[config.mk]
export PLATFORM = sky130hd
export DESIGN_NAME = hsv_to_rgb_converter_top
export DESIGN_NICKNAME = d
export VERILOG_FILES = /design/src/rtl/hsvrgb_pkg.sv /design/src/rtl/hsvrgb_datapath.sv /design/src/rtl/hsv_to_rgb_converter_top.sv
export SDC_FILE = /design/constraint.sdc
export NUM_CORES = 2
export LEC_CHECK = 0
export BUFFER_PORTS_ARGS = -buffer_cell sky130_fd_sc_hd__buf_2
export CORE_AREA = 2 2 259 389
export DETAILED_ROUTE_END_ITERATION = 12
export DIE_AREA = 0 0 261 391
export PLACE_DENSITY = 0.55
export SETUP_SLACK_MARGIN = 0.3
export SKIP_LAST_GASP = 1
export SLEW_MARGIN = 40
export SYNTH_ARGS = -nofsm -noshare
export SYNTH_HDL_FRONTEND = slang
export SYNTH_SLANG_ARGS = --single-unit
[constraint.sdc]
create_clock -name i_clk -period 6.12 [get_ports i_clk]
set_input_delay 1.224 -clock i_clk [delete_from_list [all_inputs] [get_ports i_clk]]
set_output_delay 1.224 -clock i_clk [all_outputs]
set_load 0.03 [all_outputs]
[src/rtl/hsvrgb_pkg.sv]
// ----------------------------------------------------------------------------
// hsvrgb_pkg
// shared widths, constants, sector permutation and byte clamp for the
// hsv to rgb converter
// ----------------------------------------------------------------------------
package hsvrgb_pkg;

    localparam int FRAC_BITS     = 12;
    localparam int HUE_FRAC_BITS = 6;

    localparam int HUE_W = 15;
    localparam int SAT_W = 13;
    localparam int VAL_W = 13;
    localparam int CH_W  = 8;

    localparam int S_TDATA_W = ((HUE_W + SAT_W + VAL_W + 7) / 8) * 8;
    localparam int M_TDATA_W = ((3 * CH_W + 7) / 8) * 8;

    localparam int NUM_STAGES = 5;

    // one sector is 60 degrees in hue units
    localparam int SECT_UNITS = 60 * (2 ** HUE_FRAC_BITS);
    localparam int SECT_W     = $clog2(SECT_UNITS + 1);
    localparam int Q_MAX      = (2 ** HUE_W - 1) / SECT_UNITS;
    localparam int Q_W        = $clog2(Q_MAX + 1);
    localparam int NUM_SECT   = 6;
    localparam int SECT_IDX_W = $clog2(NUM_SECT);

    localparam int SV_W  = SAT_W + VAL_W;
    localparam int M_W   = SV_W + 2;
    localparam int P_W   = SV_W + SECT_W;
    localparam int MN_W  = M_W + SECT_W;
    localparam int NUM_W = MN_W + 1;

    // 255 / (60 * 2^H) reduces to 17 / 2^(H + 2)
    localparam int RAMP_MUL   = 17;
    localparam int RAMP_SHIFT = 2 * FRAC_BITS + 2 + HUE_FRAC_BITS;
    localparam int BYTE_MAX   = 255;

    typedef enum logic [1:0] {
        SRC_CHROMA,
        SRC_RAMP,
        SRC_MIN
    } t_src;

    typedef struct packed {
        logic [NUM_STAGES-1:0] load;
    } t_stage_en;

    function automatic t_src perm_sel(input logic [SECT_IDX_W-1:0] sect,
                                      input logic [1:0] chan);
        t_src r;
        t_src g;
        t_src b;
        unique case (sect)
            3'd0:    begin r = SRC_CHROMA; g = SRC_RAMP;   b = SRC_MIN;    end
            3'd1:    begin r = SRC_RAMP;   g = SRC_CHROMA; b = SRC_MIN;    end
            3'd2:    begin r = SRC_MIN;    g = SRC_CHROMA; b = SRC_RAMP;   end
            3'd3:    begin r = SRC_MIN;    g = SRC_RAMP;   b = SRC_CHROMA; end
            3'd4:    begin r = SRC_RAMP;   g = SRC_MIN;    b = SRC_CHROMA; end
            3'd5:    begin r = SRC_CHROMA; g = SRC_MIN;    b = SRC_RAMP;   end
            default: begin r = SRC_MIN;    g = SRC_MIN;    b = SRC_MIN;    end
        endcase
        if (chan == 2'd0) begin
            return r;
        end else if (chan == 2'd1) begin
            return g;
        end else begin
            return b;
        end
    endfunction

    function automatic logic [CH_W-1:0] sat_byte(input logic [63:0] x);
        if (x > 64'(BYTE_MAX)) begin
            return CH_W'(BYTE_MAX);
        end else begin
            return x[CH_W-1:0];
        end
    endfunction

endpackage

[src/rtl/hsvrgb_datapath.sv]
// ----------------------------------------------------------------------------
// hsvrgb_datapath
// five register stages: sector search and s*v, ramp weight and offset,
// ramp product and scaled offset, ramp sum, byte scaling and permutation
// ----------------------------------------------------------------------------
module hsvrgb_datapath
    import hsvrgb_pkg::*;
(
    input  logic             i_clk,
    input  t_stage_en        i_en,
    input  logic [HUE_W-1:0] i_hue,
    input  logic [SAT_W-1:0] i_saturation,
    input  logic [VAL_W-1:0] i_brightness,
    output logic [CH_W-1:0]  o_red,
    output logic [CH_W-1:0]  o_green,
    output logic [CH_W-1:0]  o_blue
);

    // stage 1
    logic [HUE_W-1:0] r1_hue;
    logic [Q_W-1:0]   r1_q,  n1_q;
    logic [SV_W-1:0]  r1_sv, n1_sv;
    logic [VAL_W-1:0] r1_v;

    always_comb begin
        n1_q = '0;
        for (int k = 1; k <= Q_MAX; k++) begin
            if (i_hue >= HUE_W'(k * SECT_UNITS)) begin
                n1_q = Q_W'(k);
            end
        end
        n1_sv = SV_W'(i_saturation) * SV_W'(i_brightness);
    end

    always_ff @(posedge i_clk) begin
        if (i_en.load[0]) begin
            r1_hue <= i_hue;
            r1_q   <= n1_q;
            r1_sv  <= n1_sv;
            r1_v   <= i_brightness;
        end
    end

    // stage 2
    logic [SECT_W-1:0]     r2_w,    n2_w;
    logic [SECT_IDX_W-1:0] r2_sect, n2_sect;
    logic signed [M_W-1:0] r2_m,    n2_m;
    logic [SV_W-1:0]       r2_sv;
    logic [CH_W-1:0]       r2_cb,   n2_cb;
    logic [HUE_W-1:0]      n2_t;
    logic [SECT_W-1:0]     n2_dist;
    logic [VAL_W+7:0]      n2_vs;

    always_comb begin
        n2_t = r1_hue - HUE_W'(32'(r1_q >> 1) * 2 * SECT_UNITS);
        if (n2_t >= HUE_W'(SECT_UNITS)) begin
            n2_dist = SECT_W'(n2_t - HUE_W'(SECT_UNITS));
        end else begin
            n2_dist = SECT_W'(HUE_W'(SECT_UNITS) - n2_t);
        end
        n2_w = SECT_W'(SECT_UNITS) - n2_dist;
        if (r1_q >= Q_W'(NUM_SECT)) begin
            n2_sect = SECT_IDX_W'(r1_q - Q_W'(NUM_SECT));
        end else begin
            n2_sect = SECT_IDX_W'(r1_q);
        end
        n2_m  = $signed(M_W'(r1_v) << FRAC_BITS) - $signed(M_W'(r1_sv));
        n2_vs = (VAL_W + 8)'(r1_v) * (VAL_W + 8)'(BYTE_MAX);
        n2_cb = sat_byte(64'(n2_vs >> FRAC_BITS));
    end

    always_ff @(posedge i_clk) begin
        if (i_en.load[1]) begin
            r2_w    <= n2_w;
            r2_sect <= n2_sect;
            r2_m    <= n2_m;
            r2_sv   <= r1_sv;
            r2_cb   <= n2_cb;
        end
    end

    // stage 3
    logic [P_W-1:0]         r3_p,  n3_p;
    logic signed [MN_W-1:0] r3_mn, n3_mn;
    logic signed [MN_W-1:0] n3_mext;
    logic [SECT_IDX_W-1:0]  r3_sect;
    logic [CH_W-1:0]        r3_cb;
    logic [CH_W-1:0]        r3_mb, n3_mb;
    logic [M_W+7:0]         n3_ms;

    always_comb begin
        n3_p    = P_W'(r2_sv) * P_W'(r2_w);
        n3_mext = MN_W'(r2_m);
        n3_mn   = n3_mext * $signed(MN_W'(SECT_UNITS));
        n3_ms   = (M_W + 8)'(unsigned'(r2_m)) * (M_W + 8)'(BYTE_MAX);
        if (r2_m <= 0) begin
            n3_mb = '0;
        end else begin
            n3_mb = sat_byte(64'(n3_ms >> (2 * FRAC_BITS)));
        end
    end

    always_ff @(posedge i_clk) begin
        if (i_en.load[2]) begin
            r3_p    <= n3_p;
            r3_mn   <= n3_mn;
            r3_sect <= r2_sect;
            r3_cb   <= r2_cb;
            r3_mb   <= n3_mb;
        end
    end

    // stage 4
    logic signed [NUM_W-1:0] r4_num, n4_num;
    logic [SECT_IDX_W-1:0]   r4_sect;
    logic [CH_W-1:0]         r4_cb;
    logic [CH_W-1:0]         r4_mb;

    always_comb begin
        n4_num = NUM_W'(r3_mn) + $signed(NUM_W'(r3_p));
    end

    always_ff @(posedge i_clk) begin
        if (i_en.load[3]) begin
            r4_num  <= n4_num;
            r4_sect <= r3_sect;
            r4_cb   <= r3_cb;
            r4_mb   <= r3_mb;
        end
    end

    // stage 5
    logic [NUM_W+4:0] n5_rs;
    logic [CH_W-1:0]  n5_xb;
    logic [CH_W-1:0]  n5_ch [3];
    logic [CH_W-1:0]  r5_red, r5_green, r5_blue;

    always_comb begin
        n5_rs = (NUM_W + 5)'(unsigned'(r4_num)) * (NUM_W + 5)'(RAMP_MUL);
        if (r4_num <= 0) begin
            n5_xb = '0;
        end else begin
            n5_xb = sat_byte(64'(n5_rs >> RAMP_SHIFT));
        end
        for (int c = 0; c < 3; c++) begin
            case (perm_sel(r4_sect, 2'(c)))
                SRC_CHROMA: n5_ch[c] = r4_cb;
                SRC_RAMP:   n5_ch[c] = n5_xb;
                default:    n5_ch[c] = r4_mb;
            endcase
        end
    end

    always_ff @(posedge i_clk) begin
        if (i_en.load[4]) begin
            r5_red   <= n5_ch[0];
            r5_green <= n5_ch[1];
            r5_blue  <= n5_ch[2];
        end
    end

    assign o_red   = r5_red;
    assign o_green = r5_green;
    assign o_blue  = r5_blue;

endmodule

[src/rtl/hsv_to_rgb_converter_top.sv]
// ----------------------------------------------------------------------------
// hsv_to_rgb_converter_top
// throughput: one pixel per cycle while the output side is ready, set by the five-stage datapath pipeline
// each stage holds while it is full and the stage after it cannot take its word, bubbles are squeezed out
// reset (synchronous, active low) clears the stage valid bits only
// ----------------------------------------------------------------------------
module hsv_to_rgb_converter_top
    import hsvrgb_pkg::*;
(
    input  logic                 i_clk,
    input  logic                 i_rst_n,
    input  logic                 i_s_axis_tvalid,
    output logic                 o_s_axis_tready,
    input  logic [S_TDATA_W-1:0] i_s_axis_tdata,  // hue, saturation, brightness
    output logic                 o_m_axis_tvalid,
    input  logic                 i_m_axis_tready,
    output logic [M_TDATA_W-1:0] o_m_axis_tdata   // red, green, blue
);

    logic [NUM_STAGES-1:0] r_vld;
    logic [NUM_STAGES-1:0] n_rdy;
    t_stage_en             stage_en;
    logic [CH_W-1:0]       red;
    logic [CH_W-1:0]       green;
    logic [CH_W-1:0]       blue;

    // a stage takes a word when it is empty or its word moves on
    always_comb begin
        n_rdy[NUM_STAGES-1] = !r_vld[NUM_STAGES-1] || i_m_axis_tready;
        for (int k = NUM_STAGES - 2; k >= 0; k--) begin
            n_rdy[k] = !r_vld[k] || n_rdy[k+1];
        end
        stage_en.load = n_rdy;
    end

    always_ff @(posedge i_clk) begin
        if (!i_rst_n) begin
            r_vld <= '0;
        end else begin
            if (n_rdy[0]) begin
                r_vld[0] <= i_s_axis_tvalid;
            end
            for (int k = 1; k < NUM_STAGES; k++) begin
                if (n_rdy[k]) begin
                    r_vld[k] <= r_vld[k-1];
                end
            end
        end
    end

    hsvrgb_datapath u_datapath (
        .i_clk        (i_clk),
        .i_en         (stage_en),
        .i_hue        (i_s_axis_tdata[HUE_W-1:0]),
        .i_saturation (i_s_axis_tdata[HUE_W+SAT_W-1:HUE_W]),
        .i_brightness (i_s_axis_tdata[HUE_W+SAT_W+VAL_W-1:HUE_W+SAT_W]),
        .o_red        (red),
        .o_green      (green),
        .o_blue       (blue)
    );

    assign o_s_axis_tready = n_rdy[0];
    assign o_m_axis_tvalid = r_vld[NUM_STAGES-1];
    assign o_m_axis_tdata  = M_TDATA_W'({blue, green, red});

endmodule

After elaboration in Yosys (flattened, before gate mapping) --
Index checks and enable logic that the tools add are counted.
Storage, ports and cells: register bits 312, bits of input ports 52
Cells by class: mux-type cells 18, add/sub/neg operators 7, multiply operators 7, eq/ne operators 8, reductions and logical operators 20, magnitude comparators 15
Operators by type and width (number):
- >= comparator 15 bit (second input constant) | 4
- case mux 8 bit (2 select lines) | 3
- multiplier 41 x 5 -> 46 bit (second input constant) | 1
- adder 40 x 39 -> 41 bit | 1
- less-or-equal comparator 41 x 1 -> 1 bit (second input constant) | 1
- multiplier 26 x 12 -> 38 bit | 1
- multiplier 28 x 8 -> 36 bit (second input constant) | 1
- multiplier 27 x 5 -> 32 bit (second input constant) | 1
- >= comparator 15 x 12 -> 1 bit (second input constant) | 2
- >= comparator 15 x 14 -> 1 bit (second input constant) | 2
- less-or-equal comparator 27 x 1 -> 1 bit (second input constant) | 1
- subtractor 25 x 26 -> 27 bit | 1
- multiplier 13 x 13 -> 26 bit | 1
- two-way mux 4 bit | 6
- two-way mux 8 bit | 3
- subtractor 12 bit (first input constant) | 2
- multiplier 13 x 8 -> 21 bit (second input constant) | 1
- >= comparator 15 x 13 -> 1 bit (second input constant) | 1
- subtractor 15 bit | 1
- greater-than comparator 14 x 8 -> 1 bit (second input constant) | 1
- greater-than comparator 12 x 8 -> 1 bit (second input constant) | 1
- two-way mux 12 bit | 1
- case mux 2 bit (2 select lines) | 3
- OR reduction 2 bit | 6
- other kinds (15) | 29

Longest topological paths before layout --
depth in word-level cells 8, depth in mapped cells 24, gate-level depth less buffers 22

Hierarchy --
A second synthesis with hierarchy kept.
Unflattened totals: cells, all modules 3967, area total of the unflattened synthesis 40361.2 um2
Modules (own cells, without submodules):
- hsvrgb_datapath | instances 1, area an instance 40158.5 um2, sequential area each 9188.8 um2, cells an instance 3945
- hsv_to_rgb_converter_top | instances 1, area an instance 202.7 um2, sequential area each 100.1 um2, cells an instance 22

Worst setup path after synthesis --
No wires, ideal clock.
path type input port to flip-flop, from input port i_s_axis_tdata[34], to register u_datapath.r1_sv[24] (data pin), cell stages on the path 21, setup time 0.260 ns, path buffers 1, data arrival time 6.141 ns, slack -0.281 ns, cells stage by stage clkbuf_1 > nand2_1 > fa_1 > inv_1 > fa_1 > inv_1 > fa_1 > inv_1 > fa_1 > fa_1 > ha_1 > nor4_1 > o21ai_0 > and3_1 > o31a_1 > o311ai_2 > a21oi_1 > o21ai_0 > a21boi_1 > mux2i_1 > nand2_1
On the way: word-level cells in the longest chain between the ends 1
Ends and longest elaborated chain:
- start, declared | RTL line hsv_to_rgb_converter_top.sv:14 | input logic [S_TDATA_W-1:0] i_s_axis_tdata,
- multiplier 13 x 13 -> 26 bit | RTL line hsvrgb_datapath.sv:32 | n1_sv = SV_W'(i_saturation) * SV_W'(i_brightness);
- via u_datapath.n1_sv[24] | RTL line hsvrgb_datapath.sv:22 | logic [SV_W-1:0] r1_sv, n1_sv;
- end signal, assigned | RTL line hsvrgb_datapath.sv:39 | r1_sv <= n1_sv;
- end, declared | RTL line hsvrgb_datapath.sv:22
The timed path passes the listed nets, and every way through them passes these cells. A chain may end at the register's enable or synchronous reset.

Worst setup path after layout --
from register u_datapath.r2_sv[19], to register u_datapath.r3_p[36] (data pin)
On the way: word-level cells in the longest chain between the ends 1
Ends and longest elaborated chain:
- start, declared | RTL line hsvrgb_datapath.sv:48 | logic [SV_W-1:0] r2_sv;
- start signal, assigned | RTL line hsvrgb_datapath.sv:77 | r2_sv <= r1_sv;
- multiplier 26 x 12 -> 38 bit | RTL line hsvrgb_datapath.sv:92 | n3_p = P_W'(r2_sv) * P_W'(r2_w);
- via u_datapath.n3_p[36] | RTL line hsvrgb_datapath.sv:83 | logic [P_W-1:0] r3_p, n3_p;
- end signal, assigned | RTL line hsvrgb_datapath.sv:105 | r3_p <= n3_p;
- end, declared | RTL line hsvrgb_datapath.sv:83
The timed path passes the listed nets, and every way through them passes these cells.

==> summary.txt <==
STA
  • Setup Viol. Count Final: 0
  • Final Cycle Share: 94.1%
  • Slew margin rel.: 50.7%
  • RSZ-0062 raised after global routing: yes
  • Final WS setup: 0.360 ns
  • Clock Skew: 0.0339 ns
  • Final Slew Violations: 0
  • Final min period: 5.76 ns
  • Final hold violations: 0
  • FMAX: 0.174 GHz
  • Worst slew pin tran: 0.733 ns
  • Final hold slack: 0.418 ns

Floorplan
  • IO Pins: 78
  • DIE WIDTH: 261 um
  • Die height: 391 um
  • Die ar.: 0.102 sq mm
  • Starting Density: 39.6%
  • Core ar.: 0.0991 sq mm
  • Row count: 142

Setup path
  • CP max-delay cell: edfxtp_1
  • CP max stage delay: 0.61 ns
  • Crit-path most repeated cell: fa_1
  • Worst-path cell chain: buf_4 -> and2_1 -> fa_1 -> fa_1 -> fa_1 -> inv_1 -> fa_1 -> inv_1 -> fa_1 -> ha_1 -> a21o_1 -> a21oi_1 -> nor2b_1 -> a41oi_1 -> a31oi_4 -> a41oi_2 -> o21bai_1 -> xor2_1 -> buf_4
  • Critical Path AT: 6.09 ns
  • Worst-path fanout max: 7
  • Startpoint Class: flip-flop
  • Critical Path End Type: flip-flop
  • Crit Path Category: flip-flop to flip-flop
  • CP required: 6.45 ns

Cells and area
  • Fill cells: 9472
  • Share of layout cells above drive strength 1: 14.5%
  • Non-filler cells, final: 5442
  • Final instance area: 0.0454 sq mm
  • Antenna cells: 0
  • Fin nets: 5200
  • Area Growth Syn to Fin: 15.5%

Clock tree
  • Worst-Skew Late Latency: 0.58 ns
  • Clock root cell: clkbuf_16
  • Reg clk slew, reported paths: 0.07 ns
  • Clk sinks: 311
  • CTS tree: built
  • Max Root-Sink Buffers: 3
  • H-Tree Depth: 2
  • CTS Buf Count: 34

Logic synthesis
  • Syn_nets: 4881
  • Synth Area in Adders: 44.1%
  • Xor/xnor share of the synthesized area: 3.92%
  • Post-Syn Area per Cell: 10.3 sq um
  • Compound-Gate Fraction of Synth Area: 8.75%
  • Simple-gate share of the synthesized area: 11.1%
  • Asr flop ratio synth: 0%
  • Post-synth EDFFs: 306
  • Netlist cell types: 78
  • Seq/Total Area, Yosys: 23.7%
  • Multiplexer share of the synthesized area: 0.245%
  • Synth Instances: 3802
  • Number of synthesized register bits: 311
  • Most used flip-flop cell after synthesis: edfxtp_1
  • Largest family of logic cells by synthesized area: adder cells
  • Ys Warns: 0
  • Mapped Area: 0.0393 sq mm

Global routing
  • GRT Total Usage: 18.4%
  • Vias in the first global route: 28800
  • Gr ovfl total: 0
  • First-pass GRT wire length: 148000 um
  • Largest net degree at the start of global routing: 76
  • Initial antenna violation count: 0

Placement
  • Final Wtd Congestion: 0.848
  • Cell Area, Placed: 0.0430 sq mm
  • Post-Place Setup Slack: -0.516 ns
  • Placed Cells: 5321
  • Dpl hpwl: 77900 um
  • Input/output buffers: 70

Detailed routing
  • Drt drc: 0
  • Pre-Repair DR Iteration Count: 5
  • Initial DRC count: 956
  • ANT nets after route: 0
  • Via count: 26700
  • Routed vias/inst: 4.91
  • Routed len/inst: 16.8 um
  • Detailed Route WL: 91400 um

Hold path
  • Worst min-delay path class: flip-flop to flip-flop

Run status
  • Run status: finished, final reports clean

Flow run
  • Max-cap violations: 0
-- cell usage in the layout (no fill, tap or decap), types with 56 or more instances in the layout --
cell / synthesis / layout
inv_1: 764 / 741
fa_1: 593 / 576
ha_1: 434 / 410
nand2_1: 366 / 355
edfxtp_1: 306 / 306
buf_4: 0 / 286
and2_1: 203 / 192
a21oi_1: 145 / 133
xnor2_1: 120 / 117
nor2_1: 105 / 103
o21ai_0: 104 / 91
xor2_1: 56 / 56
buf_2: 2 / 56
-- flip-flops by register name (all words and copies together), names as in the netlist, 12 cells and up --
signal             flops
u_datapath.r2_m       26
u_datapath.r1_v       13
u_datapath.r1_hue     15
u_datapath.r2_w       12
u_datapath.r1_sv      26
u_datapath.r3_mn      32
u_datapath.r2_sv      26
u_datapath.r3_p       38
u_datapath.r4_num     41
-- kinds of logic (layout without fill, tap and decap cells) --
group | after synthesis | count (layout)
AOI/OAI and AO/OA | 528 | 528
xor gates and xnor gates | 176 | 176
adders and majority gates | 1029 | 1029
buffers and inverters | 863 | 1207
DFF | 311 | 311
muxes | 9 | 9
and+or+nand+nor | 886 | 886
-- area by class of cell --
class / count / area [sq um] / share of cell area (%)
Sequential cell: 311 / 9290 / 20.5
Clock buffer: 37 / 862 / 1.90
Clock inverter: 24 / 210 / 0.463
Multi-Input combinational cell: 2628 / 27500 / 60.7
Timing Repair Buffer: 380 / 2970 / 6.54
Inverter: 766 / 2880 / 6.35
Tap cell: 1296 / 1620 / 3.57
-- stage by stage --
| stage | setup TNS [ns] | util [%] |
|---|---|---|
| 3_3_place_gp | -3.63 | 43.4 |
| 6_report | 0 | 45.8 |
| 2_1_floorplan | 0 | - |
| 4_1_cts | 0 | 45.0 |
| 3_5_place_dp | -4.18 | 43.4 |
| 5_1_grt | 0 | 45.8 |
-- cells in the mapped netlist, types with 23 or more instances --
cell type,instances,area share [%]
ha_1,434,14
xnor2_1,120,2.7
and2_1,203,3.2
o21ai_0,104,1.3
edfxtp_1,306,23
fa_1,593,30
nand2_1,366,3.5
o21a_1,45,0.86
a21o_1,49,0.94
clkbuf_1,93,0.89
xor2_1,56,1.2
nor3_1,38,0.48
a21oi_1,145,1.8
nor2_1,105,1.0
nor4_1,23,0.37
nand3_1,34,0.43
inv_1,764,7.3
-- final timing paths --
| kind | from | end | slack, ns | cells past startpoint |
|---|---|---|---|---|
| worst min-delay path | u_datapath.r3_mb[7]$_SDFFCE_PP0P_ | u_datapath.r4_mb[7]$_DFFE_PP_ | 0.42 | 0 |
| worst min register to register | u_datapath.r3_mb[7]$_SDFFCE_PP0P_ | u_datapath.r4_mb[7]$_DFFE_PP_ | 0.42 | 0 |
| worst max-delay path | u_datapath.r2_sv[19]$_DFFE_PP_ | u_datapath.r3_p[36]$_DFFE_PP_ | 0.36 | 19 |
| worst max register to register | u_datapath.r2_sv[19]$_DFFE_PP_ | u_datapath.r3_p[36]$_DFFE_PP_ | 0.36 | 19 |
-- timing repair --
action,in CTS,in global routing
setup endpoints to repair,22,29
gates cloned,1,0
hold buffers,0,0
gates resized for setup,68,127
pin swaps,78,123
setup buffers,24,35
-- critical path, delay by kind of cell (launching register included) --
kind	cells	cell delay (ns)
buffers and inverters	4	0.53
AO/OA/AOI/OAI	6	1.13
adder cells (fa/ha/maj)	6	2.88
AND/OR/NAND/NOR	2	0.21
flip-flops	1	0.61
XOR/XNOR	1	0.16
-- metal layers --
layer	share of wire, %	track usage, %	up-vias	wire length (um)
met1	37	19.7	13300	33700
met5	0	0	-	0
met4	3.6	6.12	0	3260
met2	57	37.0	314	52500
met3	2.1	1.52	144	1900
li1	-	-	12900	-
Power is left out: the tool's default activity adds up to more than one toggle a clock period on the data nets, which glitch-free logic cannot reach.
